## src/rtl/ctt_pkg.sv

```systemverilog
// Package of the connection table: sizes, codes and shared structs.
// No dependencies.
`default_nettype none
package ctt_pkg;
  localparam int NUM_SLOTS    = 32;
  localparam int BUFFER_BYTES = 4096;
  localparam int SLOT_W       = $clog2(NUM_SLOTS);
  localparam int FILL_W       = 13;
  localparam int HANDLE_W     = 16;
  localparam int TIME_W       = 32;

  localparam logic [1:0] FN_DATA    = 2'd0;
  localparam logic [1:0] FN_PARSER  = 2'd1;
  localparam logic [1:0] FN_RELEASE = 2'd2;
  localparam logic [1:0] FN_SWEEP   = 2'd3;

  localparam logic [1:0] RK_BYTES  = 2'd0;
  localparam logic [1:0] RK_CLOSED = 2'd2;

  localparam logic [1:0] PH_IDLE    = 2'd0;
  localparam logic [1:0] PH_HEADERS = 2'd1;
  localparam logic [1:0] PH_BODY    = 2'd2;

  localparam logic [3:0] ST_DELIVERED = 4'd0;
  localparam logic [3:0] ST_NODATA    = 4'd1;
  localparam logic [3:0] ST_FULL      = 4'd2;
  localparam logic [3:0] ST_HDR_OVF   = 4'd3;
  localparam logic [3:0] ST_BODY_OVF  = 4'd4;
  localparam logic [3:0] ST_CLOSED    = 4'd5;
  localparam logic [3:0] ST_TIMEOUT   = 4'd6;
  localparam logic [3:0] ST_RELEASED  = 4'd7;
  localparam logic [3:0] ST_PHASE     = 4'd8;
  localparam logic [3:0] ST_SWEEP     = 4'd9;

  localparam logic [1:0] REG_HEADER    = 2'd0;
  localparam logic [1:0] REG_BODY      = 2'd1;
  localparam logic [1:0] REG_KEEPALIVE = 2'd2;

  typedef struct packed {
    logic [HANDLE_W-1:0] handle;
    logic [1:0]          phase;
    logic [FILL_W-1:0]   fill;
    logic [TIME_W-1:0]   last_seen;
  } entry_t;

  localparam int ENTRY_W = $bits(entry_t);

  typedef struct packed {
    logic [TIME_W-1:0] header_to;
    logic [TIME_W-1:0] body_to;
    logic [TIME_W-1:0] keepalive_to;
  } cfg_t;

  typedef struct packed {
    logic [3:0]          status;
    logic [4:0]          slot;
    logic [HANDLE_W-1:0] handle;
    logic [FILL_W-1:0]   fill;
    logic                last;
  } res_t;
endpackage
`default_nettype wire

```

## src/rtl/connection_table_with_timeouts.sv

```systemverilog
// Top level of the connection table: configuration registers, port packing.
// Depends on ctt_pkg and ctt_engine.
//
// Usage: one word in on in_*, one or more result words out on out_*.
// The input word carries func in in_tuser; the others sit in in_tdata.
// The block handles one word at a time; in_tready is low while it works.
// A lookup reads the slots of the table memory one at a time, in order, so a
// data event, parser update or release scans slots until the handle matches,
// up to 32; a new handle scans all 32. A sweep visits every slot, with one
// result per timed-out slot, closed by a sweep-done word with out_tlast high;
// zero time gives only that word.
// Results leave through an output register; while the receiver holds
// out_tready low, the word holds and the scan waits at the next result.
// Reset clears all slots to free and loads the default timeouts; no memory
// clearing pass is needed. cfg_* writes are always accepted.
`default_nettype none
module connection_table_with_timeouts import ctt_pkg::*; (
  input  wire logic        clk,
  input  wire logic        rst_n,
  input  wire logic        in_tvalid,
  output logic             in_tready,
  // handle[15:0], recv_kind[17:16], byte_count[30:18], new_phase[32:31],
  // new_fill[45:33], now_ms[77:46], zero pad
  input  wire logic [79:0] in_tdata,
  // func[1:0]
  input  wire logic [1:0]  in_tuser,
  output logic             out_tvalid,
  input  wire logic        out_tready,
  // slot[4:0], handle_out[20:5], fill_out[33:21], zero pad
  output logic [39:0]      out_tdata,
  // status[3:0]
  output logic [3:0]       out_tuser,
  output logic             out_tlast,
  input  wire logic        cfg_valid,
  output logic             cfg_ready,
  input  wire logic [1:0]  cfg_index,
  input  wire logic [31:0] cfg_data
);
  cfg_t cfg_r;
  res_t res;

  assign cfg_ready = 1'b1;

  always_ff @(posedge clk) begin
    if (!rst_n) begin
      cfg_r.header_to    <= 32'd10000;
      cfg_r.body_to      <= 32'd30000;
      cfg_r.keepalive_to <= 32'd5000;
    end else if (cfg_valid) begin
      case (cfg_index)
        REG_HEADER:    cfg_r.header_to    <= cfg_data;
        REG_BODY:      cfg_r.body_to      <= cfg_data;
        REG_KEEPALIVE: cfg_r.keepalive_to <= cfg_data;
        default: ;
      endcase
    end
  end

  ctt_engine u_engine (
    .clk(clk), .rst_n(rst_n), .cfg(cfg_r),
    .in_valid(in_tvalid), .in_ready(in_tready), .in_func(in_tuser),
    .in_handle(in_tdata[15:0]), .in_kind(in_tdata[17:16]),
    .in_cnt(in_tdata[30:18]), .in_phase(in_tdata[32:31]),
    .in_fill(in_tdata[45:33]), .in_now(in_tdata[77:46]),
    .out_valid(out_tvalid), .out_ready(out_tready), .out_res(res)
  );

  assign out_tdata = {6'd0, res.fill, res.handle, res.slot};
  assign out_tuser = res.status;
  assign out_tlast = res.last;
endmodule
`default_nettype wire

```

## src/rtl/ctt_ram.sv

```systemverilog
// Generic single-port-write, registered-read RAM.
// No dependencies.
`default_nettype none
module ctt_ram #(
  parameter int W = 8,
  parameter int D = 32
) (
  input  wire logic                 clk,
  input  wire logic                 we,
  input  wire logic [$clog2(D)-1:0] waddr,
  input  wire logic [W-1:0]         wdata,
  input  wire logic [$clog2(D)-1:0] raddr,
  output logic      [W-1:0]         rdata
);
  logic [W-1:0] mem [D];

  always_ff @(posedge clk) begin
    if (we) begin
      mem[waddr] <= wdata;
    end
    rdata <= mem[raddr];
  end
endmodule
`default_nettype wire

```

## src/rtl/ctt_engine.sv

```systemverilog
// Sequencer of the connection table: scans the slot memory, applies events,
// owns the used bits and the result register. Depends on ctt_pkg, ctt_ram.
`default_nettype none
module ctt_engine import ctt_pkg::*; (
  input  wire logic        clk,
  input  wire logic        rst_n,
  input  wire cfg_t        cfg,
  input  wire logic        in_valid,
  output logic             in_ready,
  input  wire logic [1:0]  in_func,
  input  wire logic [HANDLE_W-1:0] in_handle,
  input  wire logic [1:0]  in_kind,
  input  wire logic [FILL_W-1:0] in_cnt,
  input  wire logic [1:0]  in_phase,
  input  wire logic [FILL_W-1:0] in_fill,
  input  wire logic [TIME_W-1:0] in_now,
  output logic             out_valid,
  input  wire logic        out_ready,
  output res_t             out_res
);
  localparam logic [2:0] S_IDLE = 3'd0;
  localparam logic [2:0] S_RD   = 3'd1;
  localparam logic [2:0] S_EV   = 3'd2;
  localparam logic [2:0] S_ACT  = 3'd3;
  localparam logic [2:0] S_DONE = 3'd4;
  localparam logic [SLOT_W-1:0] LAST_IDX = SLOT_W'(NUM_SLOTS - 1);
  localparam logic [FILL_W:0]   BUF      = (FILL_W+1)'(BUFFER_BYTES);

  logic [2:0]          state_r, state_nxt;
  logic [SLOT_W-1:0]   idx_r, idx_nxt;
  logic [NUM_SLOTS-1:0] used_r, used_nxt;
  logic                found_r, found_nxt;
  logic                free_r, free_nxt;
  logic [SLOT_W-1:0]   sel_r, sel_nxt;
  entry_t              ent_r, ent_nxt;
  logic [1:0]          func_r;
  logic [HANDLE_W-1:0] handle_r;
  logic [1:0]          kind_r;
  logic [FILL_W-1:0]   cnt_r;
  logic [1:0]          phase_r;
  logic [FILL_W-1:0]   fill_r;
  logic [TIME_W-1:0]   now_r;
  logic                ov_r, ov_nxt;
  res_t                res_r, res_nxt;

  entry_t              rd;
  logic [ENTRY_W-1:0]  rd_raw;
  logic                we;
  entry_t              wr;
  logic                can_emit;
  entry_t              e;
  logic [FILL_W:0]     sum;
  logic [TIME_W-1:0]   elapsed;
  logic                to;

  ctt_ram #(.W(ENTRY_W), .D(NUM_SLOTS)) u_ram (
    .clk(clk), .we(we), .waddr(sel_r), .wdata(wr),
    .raddr(idx_r), .rdata(rd_raw)
  );
  assign rd = entry_t'(rd_raw);

  assign in_ready  = (state_r == S_IDLE);
  assign out_valid = ov_r;
  assign out_res   = res_r;
  assign can_emit  = !ov_r || out_ready;

  // Entry acted upon: the matched one, or a freshly allocated one.
  always_comb begin
    if (found_r) begin
      e = ent_r;
    end else begin
      e = '{handle: handle_r, phase: PH_IDLE, fill: '0, last_seen: now_r};
    end
    sum = {1'b0, e.fill} + {1'b0, cnt_r};
    elapsed = now_r - rd.last_seen;
    case (rd.phase)
      PH_HEADERS: to = elapsed >= cfg.header_to;
      PH_BODY:    to = elapsed >= cfg.body_to;
      PH_IDLE:    to = elapsed >= cfg.keepalive_to;
      default:    to = 1'b0;
    endcase
    to = to && used_r[idx_r] && (rd.last_seen != '0);
  end

  always_comb begin
    state_nxt = state_r;
    idx_nxt   = idx_r;
    used_nxt  = used_r;
    found_nxt = found_r;
    free_nxt  = free_r;
    sel_nxt   = sel_r;
    ent_nxt   = ent_r;
    res_nxt   = res_r;
    ov_nxt    = ov_r && !out_ready;
    we        = 1'b0;
    wr        = e;
    case (state_r)
      S_IDLE: begin
        if (in_valid) begin
          idx_nxt   = '0;
          found_nxt = 1'b0;
          free_nxt  = 1'b0;
          state_nxt = (in_func == FN_SWEEP && in_now == '0) ? S_DONE : S_RD;
        end
      end
      S_RD: state_nxt = S_EV;
      S_EV: begin
        if (func_r == FN_SWEEP) begin
          if (to && !can_emit) begin
            state_nxt = S_EV;
          end else begin
            if (to) begin
              used_nxt[idx_r] = 1'b0;
              ov_nxt  = 1'b1;
              res_nxt = '{status: ST_TIMEOUT, slot: 5'(idx_r), handle: rd.handle,
                          fill: '0, last: 1'b0};
            end
            idx_nxt   = idx_r + 1'b1;
            state_nxt = (idx_r == LAST_IDX) ? S_DONE : S_RD;
          end
        end else if (used_r[idx_r] && rd.handle == handle_r) begin
          found_nxt = 1'b1;
          ent_nxt   = rd;
          sel_nxt   = idx_r;
          state_nxt = S_ACT;
        end else begin
          if (!used_r[idx_r] && !free_r) begin
            free_nxt = 1'b1;
            sel_nxt  = idx_r;
          end
          idx_nxt   = idx_r + 1'b1;
          state_nxt = (idx_r == LAST_IDX) ? S_ACT : S_RD;
        end
      end
      S_ACT: begin
        if (can_emit) begin
          ov_nxt    = 1'b1;
          state_nxt = S_IDLE;
          res_nxt   = '{status: ST_NODATA, slot: 5'(sel_r), handle: handle_r,
                        fill: e.fill, last: 1'b1};
          if (!found_r && (func_r != FN_DATA || !free_r)) begin
            res_nxt.slot   = '0;
            res_nxt.fill   = '0;
            res_nxt.status = (func_r == FN_DATA) ? ST_FULL : ST_NODATA;
          end else if (func_r == FN_DATA) begin
            used_nxt[sel_r] = 1'b1;
            we = 1'b1;
            if ({1'b0, e.fill} >= BUF) begin
              used_nxt[sel_r] = 1'b0;
              res_nxt.fill    = '0;
              res_nxt.status  = (e.phase == PH_HEADERS) ? ST_HDR_OVF :
                                (e.phase == PH_BODY) ? ST_BODY_OVF : ST_RELEASED;
            end else if (kind_r == RK_BYTES && cnt_r != '0) begin
              wr.fill      = (sum > BUF) ? BUF[FILL_W-1:0] : sum[FILL_W-1:0];
              wr.last_seen = now_r;
              if (e.phase == PH_IDLE) begin
                wr.phase = PH_HEADERS;
              end
              res_nxt.fill   = wr.fill;
              res_nxt.status = ST_DELIVERED;
            end else if (kind_r == RK_CLOSED) begin
              used_nxt[sel_r] = 1'b0;
              res_nxt.fill    = '0;
              res_nxt.status  = ST_CLOSED;
            end
          end else if (func_r == FN_PARSER) begin
            we       = 1'b1;
            wr.phase = phase_r;
            wr.fill  = ({1'b0, fill_r} > BUF) ? BUF[FILL_W-1:0] : fill_r;
            res_nxt.fill   = wr.fill;
            res_nxt.status = ST_PHASE;
          end else begin
            used_nxt[sel_r] = 1'b0;
            res_nxt.fill    = '0;
            res_nxt.status  = ST_RELEASED;
          end
        end
      end
      S_DONE: begin
        if (can_emit) begin
          ov_nxt    = 1'b1;
          res_nxt   = '{status: ST_SWEEP, slot: '0, handle: '0, fill: '0, last: 1'b1};
          state_nxt = S_IDLE;
        end
      end
      default: state_nxt = S_IDLE;
    endcase
  end

  always_ff @(posedge clk) begin
    if (!rst_n) begin
      state_r <= S_IDLE;
      used_r  <= '0;
      ov_r    <= 1'b0;
    end else begin
      state_r <= state_nxt;
      used_r  <= used_nxt;
      ov_r    <= ov_nxt;
    end
    idx_r   <= idx_nxt;
    found_r <= found_nxt;
    free_r  <= free_nxt;
    sel_r   <= sel_nxt;
    ent_r   <= ent_nxt;
    res_r   <= res_nxt;
    if (state_r == S_IDLE && in_valid) begin
      func_r   <= in_func;
      handle_r <= in_handle;
      kind_r   <= in_kind;
      cnt_r    <= in_cnt;
      phase_r  <= in_phase;
      fill_r   <= in_fill;
      now_r    <= in_now;
    end
  end
endmodule
`default_nettype wire

```

## config.mk

```make
export PLATFORM = sky130hd
export DESIGN_NAME = connection_table_with_timeouts
export DESIGN_NICKNAME = d
export VERILOG_FILES = /design/src/rtl/ctt_pkg.sv /design/src/rtl/connection_table_with_timeouts.sv /design/src/rtl/ctt_ram.sv /design/src/rtl/ctt_engine.sv
export SDC_FILE = /design/constraint.sdc
export NUM_CORES = 2
export LEC_CHECK = 0
export ABC_AREA = 0
export ABC_CLOCK_PERIOD_IN_PS = 17000
export BUFFER_PORTS_ARGS = -buffer_cell sky130_fd_sc_hd__buf_2
export CAP_MARGIN = 30
export CORE_ASPECT_RATIO = 0.8
export CORE_UTILIZATION = 47
export CTS_BUF_LIST = sky130_fd_sc_hd__clkbuf_4 sky130_fd_sc_hd__clkbuf_8 sky130_fd_sc_hd__clkbuf_16
export DETAILED_ROUTE_END_ITERATION = 7
export PLACE_DENSITY = 0.65
export SLEW_MARGIN = 20
export SYNTH_ARGS = -nofsm -noshare
export SYNTH_HDL_FRONTEND = slang
export SYNTH_HIERARCHICAL = 1
export SYNTH_SLANG_ARGS = --single-unit
```

## constraint.sdc

```tcl
create_clock -name clk -period 17 [get_ports clk]
set_input_delay 1.7 -clock clk [delete_from_list [all_inputs] [get_ports clk]]
set_output_delay 1.7 -clock clk [all_outputs]
set_load 0.02 [all_outputs]
```

==> metrics.cfg <==
[run_status]
status = finished, final reports clean

[routing]
drc = 0
wire_per_inst_um = 31.3
first_pass_iters = 7
vias_per_cell = 6.28
routed_wl_um = 258000
num_vias = 51800
drt.antenna.violating_nets = 0
drt_iter0_drc = 7252

[die]
rows = 149
core_um2 = 206000
start_util = 0.472
io_pins = 169
die_y_um = 409
die_area_um2 = 209000
die_w_um = 511

[yosys]
synth_ff_type = edfxtp_1
synth_area_leader_cell = edfxtp_1
postSynthAreaPerCell_um2 = 19.3
syn_inst = 5054
synth_warnings = 6
async_flop_share = 0
yosysSeqAreaShare = 0.722
synthTopCellsByArea = edfxtp_1, mux4_2, dfxtp_1
synth-seq-cells = 2405
netlist-cell-type-count = 90
yosysTopAreaCellShare = 0.682
synth_area_um2 = 97300
synth-edff-count = 2210

[critical_path]
worstPathRequired_ns = 17.49
end_kind = flop
r2r-start = u_engine/u_ram/rdata[0]
cp_slowest_cell = a211oi_1
worstPathCellList = ha_1 -> inv_1 -> fa_1 -> a21o_1 -> a21oi_1 -> o21a_1 -> o31ai_1 -> a31oi_1 -> o21ai_0 -> a21o_1 -> a21oi_1 -> xnor2_1 -> ha_1 -> nand4_1 -> nor2_1 -> and2_1 -> o311a_1 -> nor4_1 -> a211oi_1 -> nand3_1 -> a21oi_4 -> buf_4
critPathArrivalTime_ns = 7.30
startpoint = u_engine/u_ram/rdata[0]
cp-start-kind = flop
cpPeakStageDelay_ns = 0.73
critical_path_class = reg2reg
crit_path_max_fanout = 31

[grt]
grt_pass1_vias = 50500
grt_first_pass_wirelength_um = 367000
grt_usage = 0.246
antenna_found_initial = 15
grt_max_degree = 132
grt-ovfl-total = 0

[timing]
min_period_ns = 6.81
final_max_slew_viol_count = 0
rsz0062_at_grt = no
setup_viol = 0
slew_headroom = 0.286
finalHoldViolCount = 0
worstMarginPinSlew_ns = 1.07
min_period_over_period = 0.401
clock.fmax_ghz = 0.147
fin_tns_setup_ns = 0
clock_skew_ns = 0.0692

[clock_tree]
max-clock-path-buffers = 3
cts_inserted_buffers = 223
cts_resized = 0
cts.sinks = 2405
insertion_delay_ns = 0.88
cts.hold.buffers_added = 0
cts_tree = done
clk_pin_slew_ns = 0.06
cts_max_level = 4
clockRootBuffer = clkbuf_16
post_cts_buffers = 0

[pwr]
ir_drop_mv = 0.118
p_per_area_nw_per_um2 = 129
leakagePower_nw = 35.8

[placement]
placed_area_um2 = 102000
place_inst = 7808
numPortBuffers = 159
dp_hpwl_um = 145000
routabilityCongestion = 0.871

[finish]
stdcell_count = 8241
nets = 5591
fin_util = 0.532
layout-drive-gt1-share = 0.269
stdcell_area_um2 = 110000
syn_to_final_growth_pct = 12.7

[worst_hold_path]
hold_path_startpoint = u_engine/u_ram/rdata[44]
hold_path.class = reg2reg

[run]
maxCapViolCount = 0

[layer usage]
metal	vias up	wire length, um	track usage
met5	-	27	0
met4	4	4750	0.0573
met3	313	25800	0.0433
met2	2724	115000	0.364
met1	27600	112000	0.379
li1	21100	-	-
[state kept, by name, indices dropped and copies added (netlist names), 3 cells and up, named ones only]
| register | count |
|---|---|
| u_engine/handle_r | 16 |
| u_engine/sel_r | 5 |
| u_engine/now_r | 32 |
| u_engine/fill_r | 13 |
| u_engine/cnt_r | 13 |
| u_engine/ent_r | 63 |
| u_engine/u_ram/mem | 2016 |
| u_engine/state_r | 3 |
| u_engine/idx_r | 5 |
| u_engine/u_ram/rdata | 63 |
| cfg_r | 96 |
| u_engine/out_res | 39 |
[final timing paths]
path	to	slack (ns)	cells past startpoint
hold reg to reg	u_engine/ent_r[44]	0.40	0
hold / removal	u_engine/ent_r[44]	0.40	0
setup / recovery	u_engine/out_res[17]	10.19	22
setup reg to reg	u_engine/out_res[17]	10.19	22
[layout make-up]
| cell class | count | area [um^2] |
|---|---|---|
| Antenna cell | 3 | 7.51 |
| Tap cell | 2718 | 3400 |
| Clock buffer | 297 | 6330 |
| Inverter | 165 | 623 |
| Timing Repair Buffer | 296 | 2150 |
| Sequential cell | 2405 | 70300 |
| Clock inverter | 125 | 1370 |
| Fill cell | 15800 | 96400 |
| Multi-Input combinational cell | 2232 | 25500 |
[cell usage after synthesis (5+ instances only)]
cell type / n
buf_6: 13
nor2b_1: 44
nand3_1: 38
clkbuf_1: 125
nor3b_1: 6
o32ai_1: 20
and3_1: 7
a21o_1: 41
a221oi_1: 14
o21a_1: 16
buf_4: 35
a21oi_1: 132
ha_1: 145
o31ai_1: 5
xnor2_1: 39
xor2_1: 15
nor3_1: 25
nand4_1: 31
buf_2: 58
o211ai_1: 19
a32oi_1: 9
o31a_1: 5
dfxtp_1: 195
nor2_1: 147
nand2_1: 234
a22oi_1: 37
mux2i_1: 137
inv_1: 165
a31oi_1: 13
a211oi_1: 23
nor4_1: 29
nand2b_1: 16
edfxtp_1: 2210
o22ai_1: 22
buf_1: 21
mux2_2: 119
nand3b_1: 13
o21ai_0: 94
mux4_2: 597
nand4b_1: 6
a22o_1: 22
and2_1: 23
[worst max-delay path, delay by kind of cell (launching register included)]
| kind | cells | cell delay [ns] |
|---|---|---|
| compound gates | 11 | 3.20 |
| buf+inv | 2 | 0.63 |
| fa+ha+maj | 3 | 0.99 |
| flops | 1 | 0.49 |
| simple gates | 5 | 0.80 |
| xor+xnor | 1 | 0.20 |
[cells in the final DEF, fill, tap and decap left out, types with 40 or more instances in the layout]
cell type  Yosys  routed
a21o_1        41      40
a21oi_1      132     129
buf_2         58     158
buf_4         35     116
clkbuf_16      0     224
clkbuf_4       0      45
clkinv_2       0      46
dfxtp_1      195     195
edfxtp_1    2210    2210
ha_1         145     145
inv_1        165     163
mux2_2       119     119
mux2i_1      137     137
mux4_2       597     597
nand2_1      234     234
nor2_1       147     113
nor2b_1       44      43
o21ai_0       94      88
[cells by family (layout without fill, tap and decap cells)]
family | count (synthesis) | count (layout) | synth area share
compound gates | 521 | 521 | 0.0356
flops | 2405 | 2405 | 0.722
fa+ha+maj | 147 | 147 | 0.0191
other cells | 2 | 10 | 0.0000772
xor+xnor | 55 | 55 | 0.00503
buf+inv | 422 | 883 | 0.0199
mux | 853 | 853 | 0.166
simple gates | 649 | 649 | 0.0323
[metrics by stage]
step	hold slack (ns)	power, mW	setup slack [ns]
after floorplan	0.386	8.35	10.72
after global placement	0.389	8.99	10.28
after detailed placement	0.390	9.02	10.18
after CTS	0.400	14.2	10.14
after global routing	0.413	14.6	9.83
final	0.397	14.1	10.19
[power by group]
group | internal [mW] | switching [mW]
Combinational | 0.908 | 1.24
Clock | 2.92 | 2.25
Sequential | 6.65 | 0.134
Power figures use the tool's default switching activity.
